$ cat src/rtl/cbad_pkg.sv
`timescale 1ns / 1ps
// ----------------------------------------------------------------------------
// Bus address decoder package
// Shared types, codes and constants of the bus address decoder.
// ----------------------------------------------------------------------------
package cbad_pkg;

   localparam int ROM_OFFSET_BITS = 22;
   localparam int SRAM_ADDR_BITS  = 13;

   localparam int ADDR_WIDTH   = 24;
   localparam int DATA_WIDTH   = 8;
   localparam int OFFSET_WIDTH = 22;
   localparam int MASK_WIDTH   = 13;
   localparam int CYCLE_WIDTH  = 4;

   localparam logic [ADDR_WIDTH-1:0] ROM_MASK =
      ADDR_WIDTH'((32'd1 << ROM_OFFSET_BITS) - 32'd1);
   localparam logic [MASK_WIDTH-1:0] HIROM_SRAM_MASK =
      MASK_WIDTH'(32'h1FFF & ((32'd1 << SRAM_ADDR_BITS) - 32'd1));

   localparam logic [CYCLE_WIDTH-1:0] CYCLES_FAST = 4'd6;
   localparam logic [CYCLE_WIDTH-1:0] CYCLES_SLOW = 4'd8;

   localparam logic [DATA_WIDTH-1:0] OPEN_BUS_FF = 8'hFF;

   localparam int QUEUE_DEPTH    = 2;
   localparam int QUEUE_PTR_BITS = $clog2(QUEUE_DEPTH);

   // Configuration register indexes.
   typedef enum logic [0:0] {
      CSR_MAP_LOROM = 1'b0,
      CSR_SRAM_MASK = 1'b1
   } csr_index_type;

   typedef enum logic [2:0] {
      TGT_ROM   = 3'd0,
      TGT_WRAM  = 3'd1,
      TGT_SRAM  = 3'd2,
      TGT_PPU   = 3'd3,
      TGT_IO    = 3'd4,
      TGT_JOY   = 3'd5,
      TGT_CONST = 3'd6,
      TGT_DROP  = 3'd7
   } target_type;

   // How the back end forms the offset from the address.
   typedef enum logic [2:0] {
      OFS_ZERO       = 3'd0,
      OFS_WRAM_LO    = 3'd1,
      OFS_WRAM_BANK  = 3'd2,
      OFS_LOROM      = 3'd3,
      OFS_HIROM      = 3'd4,
      OFS_SRAM_FIXED = 3'd5,
      OFS_SRAM_MASK  = 3'd6,
      OFS_LOW16      = 3'd7
   } offset_sel_type;

   typedef struct packed {
      logic                  map_lorom;
      logic [MASK_WIDTH-1:0] sram_mask;
   } cfg_type;

   typedef struct packed {
      target_type            tgt;
      offset_sel_type        sel;
      logic                  const_ff;
      logic                  fast;
      logic                  is_write;
      logic [DATA_WIDTH-1:0] store_data;
      logic [ADDR_WIDTH-1:0] address;
   } cmd_type;

endpackage

$ cat src/rtl/cbad_front.sv
`timescale 1ns / 1ps
// ----------------------------------------------------------------------------
// Bus decoder front end
// Accepts bus accesses and classifies them by target and offset form.
// ----------------------------------------------------------------------------
module cbad_front import cbad_pkg::*; (
   input  logic                  req_valid,
   output logic                  req_ready,
   input  logic                  req_type,
   input  logic [ADDR_WIDTH-1:0] req_bus_address,
   input  logic [DATA_WIDTH-1:0] req_write_data,
   input  cfg_type               cfg,
   input  logic                  queue_full,
   output logic                  push,
   output cmd_type               cmd
);

   logic       wr;
   logic [7:0] bank;
   logic [2:0] sub;
   logic       sys;
   logic       mid_page;
   target_type drop_tgt;

   assign wr       = req_type;
   assign bank     = req_bus_address[23:16];
   assign sub      = req_bus_address[15:13];
   assign sys      = ~bank[6];
   assign mid_page = sys && (sub != 3'd0) && (sub <= 3'd3);
   assign drop_tgt = wr ? TGT_DROP : TGT_CONST;

   assign req_ready = ~queue_full;
   assign push      = req_valid & ~queue_full;

   always_comb begin
      cmd.tgt        = drop_tgt;
      cmd.sel        = OFS_ZERO;
      cmd.const_ff   = 1'b0;
      cmd.fast       = mid_page;
      cmd.is_write   = wr;
      cmd.store_data = wr ? req_write_data : '0;
      cmd.address    = req_bus_address;

      priority if (sys && sub == 3'd0) begin
         cmd.tgt = TGT_WRAM;
         cmd.sel = OFS_WRAM_LO;
      end else if (bank == 8'h7E || bank == 8'h7F) begin
         cmd.tgt = TGT_WRAM;
         cmd.sel = OFS_WRAM_BANK;
      end else if (cfg.map_lorom && !wr && bank[6:0] < 7'h60 && sub[2]) begin
         cmd.tgt = TGT_ROM;
         cmd.sel = OFS_LOROM;
      end else if (!cfg.map_lorom && (bank == 8'h70 || bank == 8'h71)) begin
         cmd.tgt = TGT_SRAM;
         cmd.sel = OFS_SRAM_FIXED;
      end else if (!cfg.map_lorom && !wr && !mid_page) begin
         cmd.tgt = TGT_ROM;
         cmd.sel = OFS_HIROM;
      end else if (sys) begin
         unique case (req_bus_address[15:12])
            4'h2: begin
               cmd.tgt = TGT_PPU;
               cmd.sel = OFS_LOW16;
            end
            4'h4: begin
               if (req_bus_address[11:9] == 3'b001) begin
                  cmd.tgt = TGT_IO;
                  cmd.sel = OFS_LOW16;
               end else if (req_bus_address[11:1] == 11'h00B) begin
                  cmd.tgt = TGT_JOY;
                  cmd.sel = OFS_LOW16;
               end
            end
            4'h6, 4'h7: begin
               if (!cfg.map_lorom) begin
                  cmd.tgt = TGT_SRAM;
                  cmd.sel = OFS_SRAM_MASK;
               end else begin
                  cmd.const_ff = ~wr;
               end
            end
            default: cmd.const_ff = ~wr;
         endcase
      end else if (bank >= 8'hD0 && bank <= 8'hFE) begin
         cmd.const_ff = 1'b0;
      end else if (bank == 8'h70) begin
         if (wr || cfg.sram_mask != '0) begin
            cmd.tgt = TGT_SRAM;
            cmd.sel = OFS_SRAM_MASK;
         end else begin
            cmd.tgt = TGT_CONST;
         end
      end else if (bank == 8'h60) begin
         cmd.const_ff = 1'b0;
      end else begin
         cmd.const_ff = ~wr;
      end
   end

endmodule

$ cat src/rtl/cbad_queue.sv
`timescale 1ns / 1ps
// ----------------------------------------------------------------------------
// Bus decoder command queue
// Short FIFO between the front end and the back end.
// ----------------------------------------------------------------------------
module cbad_queue import cbad_pkg::*; (
   input  logic    clock,
   input  logic    reset,
   input  logic    push,
   input  cmd_type push_cmd,
   output logic    full,
   input  logic    pop,
   output logic    empty,
   output cmd_type head
);

   cmd_type                   mem_ff [QUEUE_DEPTH];
   logic [QUEUE_PTR_BITS-1:0] wr_ptr_ff, wr_ptr_in;
   logic [QUEUE_PTR_BITS-1:0] rd_ptr_ff, rd_ptr_in;
   logic [QUEUE_PTR_BITS:0]   count_ff, count_in;

   assign full  = (count_ff == (QUEUE_PTR_BITS+1)'(QUEUE_DEPTH));
   assign empty = (count_ff == '0);
   assign head  = mem_ff[rd_ptr_ff];

   always_comb begin
      wr_ptr_in = wr_ptr_ff;
      rd_ptr_in = rd_ptr_ff;
      count_in  = count_ff;
      if (push) begin
         wr_ptr_in = (wr_ptr_ff == QUEUE_PTR_BITS'(QUEUE_DEPTH-1)) ? '0 : wr_ptr_ff + 1'b1;
      end
      if (pop) begin
         rd_ptr_in = (rd_ptr_ff == QUEUE_PTR_BITS'(QUEUE_DEPTH-1)) ? '0 : rd_ptr_ff + 1'b1;
      end
      unique case ({push, pop})
         2'b10:   count_in = count_ff + 1'b1;
         2'b01:   count_in = count_ff - 1'b1;
         default: count_in = count_ff;
      endcase
   end

   always_ff @(posedge clock) begin
      if (reset) begin
         wr_ptr_ff <= '0;
         rd_ptr_ff <= '0;
         count_ff  <= '0;
      end else begin
         wr_ptr_ff <= wr_ptr_in;
         rd_ptr_ff <= rd_ptr_in;
         count_ff  <= count_in;
      end
   end

   always_ff @(posedge clock) begin
      if (push) begin
         mem_ff[wr_ptr_ff] <= push_cmd;
      end
   end

endmodule

$ cat src/rtl/cbad_back.sv
`timescale 1ns / 1ps
// ----------------------------------------------------------------------------
// Bus decoder back end
// Forms the target offset and result fields and holds them for transfer.
// ----------------------------------------------------------------------------
module cbad_back import cbad_pkg::*; (
   input  logic                    clock,
   input  logic                    reset,
   input  cfg_type                 cfg,
   input  logic                    queue_empty,
   input  cmd_type                 head,
   output logic                    pop,
   output logic                    rsp_valid,
   input  logic                    rsp_ready,
   output logic [2:0]              rsp_target,
   output logic [OFFSET_WIDTH-1:0] rsp_target_offset,
   output logic [DATA_WIDTH-1:0]   rsp_constant_value,
   output logic [CYCLE_WIDTH-1:0]  rsp_access_cycles,
   output logic                    rsp_is_write,
   output logic [DATA_WIDTH-1:0]   rsp_store_data
);

   logic                    valid_ff, valid_in;
   logic [2:0]              target_ff;
   logic [OFFSET_WIDTH-1:0] offset_ff, offset_in;
   logic [DATA_WIDTH-1:0]   const_ff;
   logic [CYCLE_WIDTH-1:0]  cycles_ff;
   logic                    write_ff;
   logic [DATA_WIDTH-1:0]   data_ff;
   logic                    load;

   // Load a new result when the slot is empty or its transfer completes.
   assign load     = ~queue_empty & (~valid_ff | rsp_ready);
   assign pop      = load;
   assign valid_in = load | (valid_ff & ~rsp_ready);

   always_comb begin
      logic [ADDR_WIDTH-1:0] rom_lo;
      logic [ADDR_WIDTH-1:0] rom_hi;
      rom_lo = {2'b00, head.address[22:16], head.address[14:0]} & ROM_MASK;
      rom_hi = head.address & ROM_MASK;
      unique case (head.sel)
         OFS_ZERO:       offset_in = '0;
         OFS_WRAM_LO:    offset_in = {9'd0, head.address[12:0]};
         OFS_WRAM_BANK:  offset_in = {5'd0, head.address[16], head.address[15:0]};
         OFS_LOROM:      offset_in = rom_lo[OFFSET_WIDTH-1:0];
         OFS_HIROM:      offset_in = rom_hi[OFFSET_WIDTH-1:0];
         OFS_SRAM_FIXED: offset_in = {9'd0, head.address[12:0] & HIROM_SRAM_MASK};
         OFS_SRAM_MASK:  offset_in = {9'd0, head.address[12:0] & cfg.sram_mask};
         OFS_LOW16:      offset_in = {6'd0, head.address[15:0]};
         default:        offset_in = '0;
      endcase
   end

   always_ff @(posedge clock) begin
      if (reset) begin
         valid_ff <= 1'b0;
      end else begin
         valid_ff <= valid_in;
      end
   end

   always_ff @(posedge clock) begin
      if (load) begin
         target_ff <= head.tgt;
         offset_ff <= offset_in;
         const_ff  <= head.const_ff ? OPEN_BUS_FF : '0;
         cycles_ff <= head.fast ? CYCLES_FAST : CYCLES_SLOW;
         write_ff  <= head.is_write;
         data_ff   <= head.store_data;
      end
   end

   assign rsp_valid          = valid_ff;
   assign rsp_target         = target_ff;
   assign rsp_target_offset  = offset_ff;
   assign rsp_constant_value = const_ff;
   assign rsp_access_cycles  = cycles_ff;
   assign rsp_is_write       = write_ff;
   assign rsp_store_data     = data_ff;

endmodule

$ cat src/rtl/console_bus_address_decoder.sv
`timescale 1ns / 1ps
// ----------------------------------------------------------------------------
// Console bus address decoder
// Resolves 24-bit CPU bus accesses to a target store and offset under
// LoROM or HiROM cartridge mapping.
// ----------------------------------------------------------------------------
// One access is taken per clock cycle while req_ready is high: the front
// end classifies the access in the accept cycle and writes it into a
// two-entry command queue, and the back end turns the queue head into the
// registered result. The result register and the queue let a stalled
// result side hold up to two more accesses before req_ready drops.
// Configuration writes must only be issued while no access is in flight.
// Reads of ROM resolve to a 22-bit offset, work RAM to a 17-bit offset,
// battery SRAM to an address masked by sram_mask (the full 13-bit mask in
// HiROM banks 70-71), register targets to the low 16 address bits; writes
// to ROM or unmapped space come back as dropped writes, and reads of
// unmapped space as a constant byte of 0x00 or 0xFF.
// ----------------------------------------------------------------------------
module console_bus_address_decoder import cbad_pkg::*; (
   input  logic                    clock,
   input  logic                    reset,
   // request channel
   input  logic                    req_valid,
   output logic                    req_ready,
   input  logic                    req_type,
   input  logic [ADDR_WIDTH-1:0]   req_bus_address,
   input  logic [DATA_WIDTH-1:0]   req_write_data,
   // result channel
   output logic                    rsp_valid,
   input  logic                    rsp_ready,
   output logic [2:0]              rsp_target,
   output logic [OFFSET_WIDTH-1:0] rsp_target_offset,
   output logic [DATA_WIDTH-1:0]   rsp_constant_value,
   output logic [CYCLE_WIDTH-1:0]  rsp_access_cycles,
   output logic                    rsp_is_write,
   output logic [DATA_WIDTH-1:0]   rsp_store_data,
   // configuration write port
   input  logic                    csr_we,
   input  logic [0:0]              csr_index,
   input  logic [MASK_WIDTH-1:0]   csr_wdata
);

   cfg_type cfg_ff, cfg_in;
   logic    push;
   cmd_type push_cmd;
   logic    queue_full;
   logic    queue_empty;
   logic    pop;
   cmd_type head;

   // Update the addressed mapping register; hold the other.
   always_comb begin
      cfg_in = cfg_ff;
      if (csr_we) begin
         unique case (csr_index_type'(csr_index))
            CSR_MAP_LOROM: cfg_in.map_lorom = csr_wdata[0];
            CSR_SRAM_MASK: cfg_in.sram_mask = csr_wdata;
            default:       cfg_in = cfg_ff;
         endcase
      end
   end

   always_ff @(posedge clock) begin
      if (reset) begin
         cfg_ff.map_lorom <= 1'b1;
         cfg_ff.sram_mask <= '0;
      end else begin
         cfg_ff <= cfg_in;
      end
   end

   // Classify each transferred access and push it into the queue.
   cbad_front u_front (
      .req_valid       (req_valid),
      .req_ready       (req_ready),
      .req_type        (req_type),
      .req_bus_address (req_bus_address),
      .req_write_data  (req_write_data),
      .cfg             (cfg_ff),
      .queue_full      (queue_full),
      .push            (push),
      .cmd             (push_cmd)
   );

   // Hold classified accesses while the result side stalls.
   cbad_queue u_queue (
      .clock    (clock),
      .reset    (reset),
      .push     (push),
      .push_cmd (push_cmd),
      .full     (queue_full),
      .pop      (pop),
      .empty    (queue_empty),
      .head     (head)
   );

   // Form offsets and present the registered result.
   cbad_back u_back (
      .clock              (clock),
      .reset              (reset),
      .cfg                (cfg_ff),
      .queue_empty        (queue_empty),
      .head               (head),
      .pop                (pop),
      .rsp_valid          (rsp_valid),
      .rsp_ready          (rsp_ready),
      .rsp_target         (rsp_target),
      .rsp_target_offset  (rsp_target_offset),
      .rsp_constant_value (rsp_constant_value),
      .rsp_access_cycles  (rsp_access_cycles),
      .rsp_is_write       (rsp_is_write),
      .rsp_store_data     (rsp_store_data)
   );

endmodule

$ cat config.mk
export PLATFORM = sky130hd
export DESIGN_NAME = console_bus_address_decoder
export DESIGN_NICKNAME = d
export VERILOG_FILES = /design/src/rtl/cbad_pkg.sv /design/src/rtl/cbad_front.sv /design/src/rtl/cbad_queue.sv /design/src/rtl/cbad_back.sv /design/src/rtl/console_bus_address_decoder.sv
export SDC_FILE = /design/constraint.sdc
export NUM_CORES = 1
export LEC_CHECK = 0
export ABC_AREA = 1
export BUFFER_PORTS_ARGS = -buffer_cell sky130_fd_sc_hd__buf_2
export CAP_MARGIN = 20
export CORE_UTILIZATION = 50
export DETAILED_ROUTE_END_ITERATION = 8
export PLACE_DENSITY = 0.72
export SYNTH_ARGS = -nofsm -noshare
export SYNTH_HDL_FRONTEND = slang
export SYNTH_HIERARCHICAL = 1
export SYNTH_SLANG_ARGS = --single-unit
$ cat constraint.sdc
create_clock -name clock -period 5.8 [get_ports clock]
set_input_delay 0.29 -clock clock [delete_from_list [all_inputs] [get_ports clock]]
set_output_delay 0.29 -clock clock [all_outputs]
set_load 0.1 [all_outputs]
==> impl_metrics.json <==
{
  "fp-row-count": 41,
  "cp_endpoint_kind": "flop",
  "grt_antenna_before_repair": 0,
  "grt.total_usage_pct": 19.0,
  "worst_setup_path_endpoint": "u_back/rsp_target_offset[12]$_DFFE_PP_",
  "grt_pass1_wl_mm": 18.6,
  "postCtsSetupRepairBufs": 0,
  "detailroute.via_count": 3946,
  "area_delta_synth_final_pct": 14.1,
  "finalHoldViolations": 0,
  "setup_viol": 0,
  "die_w_um": 116,
  "max-cap-violations": 0,
  "achievable-frequency_mhz": 378,
  "syn_area_um2": 6450,
  "die-height_um": 116,
  "grt_overflow": 0,
  "h-tree-depth": 4,
  "place.port_buffers": 98,
  "startpoint_type": "flop",
  "cts-buffers-inserted": 17,
  "vias_per_cell": 4.77,
  "grt_pass1_vias": 3961,
  "period_needed_ps": 2640,
  "slew_viol_final": 0,
  "floorplan.initialDensity_pct": 51.2,
  "layout.cells.most_common_list": "sky130_fd_sc_hd__edfxtp_1, sky130_fd_sc_hd__buf_2, sky130_fd_sc_hd__inv_1",
  "synthesis.instances": 570,
  "layout.nets": 696,
  "synthesis.nets": 623,
  "clock_sink_count": 137,
  "worst_skew_late_latency_ps": 420,
  "cts_resized": 0,
  "cp_cell_sequence": "buf_4 -> mux2_4 -> inv_1 -> nand2_1 -> nand3_2 -> nor2_1 -> nor2_1",
  "worst-setup-path-type": "flop to flop",
  "remaining_drcs": 0,
  "core_area_um2": 12600,
  "cp_slowest_stage_delay_ps": 610,
  "detail_route.first_pass.iterations": 4,
  "critical_path_arrival_ps": 2810,
  "critical-path-top-cell-by-count": "sky130_fd_sc_hd__nor2_1",
  "n_fill_cell": 1051,
  "n_antenna_cell": 0,
  "critical_path.reg2reg.endpoint": "u_back/rsp_target_offset[12]$_DFFE_PP_",
  "layout_setup_ws_ps": 3160,
  "flop2flop_setup_slack_ps": 3160,
  "finalWeightedCongestion": 0.870,
  "clk_root_buffer_cell": "sky130_fd_sc_hd__clkbuf_16",
  "detailedPlace.worstSlack_ps": 3180,
  "synth.yosys.warnings": 6,
  "place.detailed.hpwl_mm": 8.12,
  "cts_tree": "built",
  "clk_path_buf_depth": 2,
  "period_utilization_pct": 45.6,
  "holdCritStartpoint": "req_bus_address[0]",
  "critical_path.slowest_cell": "sky130_fd_sc_hd__dfxtp_2",
  "post_drt_wl_per_cell_um": 14.4,
  "worst_slew_pin_slew_ps": 565,
  "clock-skew-final_ps": 11.8,
  "total_length_of_routed_wires_mm": 11.9,
  "ff2ff_path_depth": 7,
  "timing.slew.headroom_pct": 62.3,
  "timing.hold.worst.class": "input port to flop",
  "critPathRequiredTime_ps": 5970,
  "drt.antenna.violating_nets": 0,
  "post_synth.cell_area_avg_um2": 11.3,
  "cts.clk_slew.worst_paths_ps": 60,
  "totalNegativeSetupSlack_ps": 0,
  "unrepaired_setup_endpoints_after_global_routing": "false",
  "critPathMaxFanout": 28,
  "layout.cells.most_common": "sky130_fd_sc_hd__edfxtp_1",
  "run_status": "finished, final reports clean",
  "die-area_um2": 13400,
  "pin_count": 100,
  "pin_count_of_the_biggest_net_entering_global_routing": 41,
  "drt-initial-drc-count": 294,
  "post_route_cells_drive_above_1_share_pct": 30.5,
  "cts_hold_buffers_added": 0
}
worst max-delay path, delay by kind of cell (launching register included):
| kind | cells | cell delay (ps) |
|---|---|---|
| buffers and inverters | 2 | 690 |
| DFF | 1 | 610 |
| and+or+nand+nor | 4 | 680 |
| muxes | 1 | 410 |
flip-flops by register name, summed over array words and instances, names as in the netlist, 2 cells and up, named ones only:
register and flops:
u_queue/mem_ff 80, u_back/rsp_target_offset 22, cfg_ff 14, u_back/rsp_store_data 8, u_back/rsp_target 3, u_back/rsp_access_cycles 2, u_queue/count_ff 2
per-stage QoR:
step                instances  hold slack [ps]  utilization [%]  area (um^2)
CTS                       828             62.1             58.3         7360
detailed placement        796              491             53.9         6800
global route              828             70.5             58.3         7360
global placement          795              491             53.7         6780
finish                    828             75.8             58.3         7360
floorplan                 570              359                -         6450
worst min path at each step:
stage | cells past startpoint | end
6_report | 1 | u_queue/mem_ff[0][0]$_DFFE_PP_
5_1_grt | 1 | u_queue/mem_ff[1][0]$_DFFE_PP_
4_1_cts | 1 | u_queue/mem_ff[1][0]$_DFFE_PP_
3_5_place_dp | 1 | u_queue/mem_ff[1][0]$_DFFE_PP_
3_3_place_gp | 1 | u_queue/mem_ff[0][0]$_DFFE_PP_
2_1_floorplan | 1 | u_back/rsp_valid$_SDFF_PP0_
layer usage:
metal / GRT usage [%] / vias up / part of all wire, %
met5: 0 / - / 0
met4: 10.2 / 0 / 2.5
met3: 4.50 / 24 / 4.8
met2: 33.7 / 119 / 52
met1: 21.2 / 1842 / 40
li1: - / 1961 / -
area by class of cell:
class	instances	area [um^2]	area share, %
inverter	98	370	5.03
clock inverter	13	130	1.77
timing repair buffer	102	533	7.24
multi-input combinational	287	1770	24.0
clock buffer	19	433	5.88
tap	172	215	2.92
sequential	137	3920	53.2
Power is left out: the tool's default activity adds up to more than one toggle a clock period on the data nets, which glitch-free logic cannot reach.
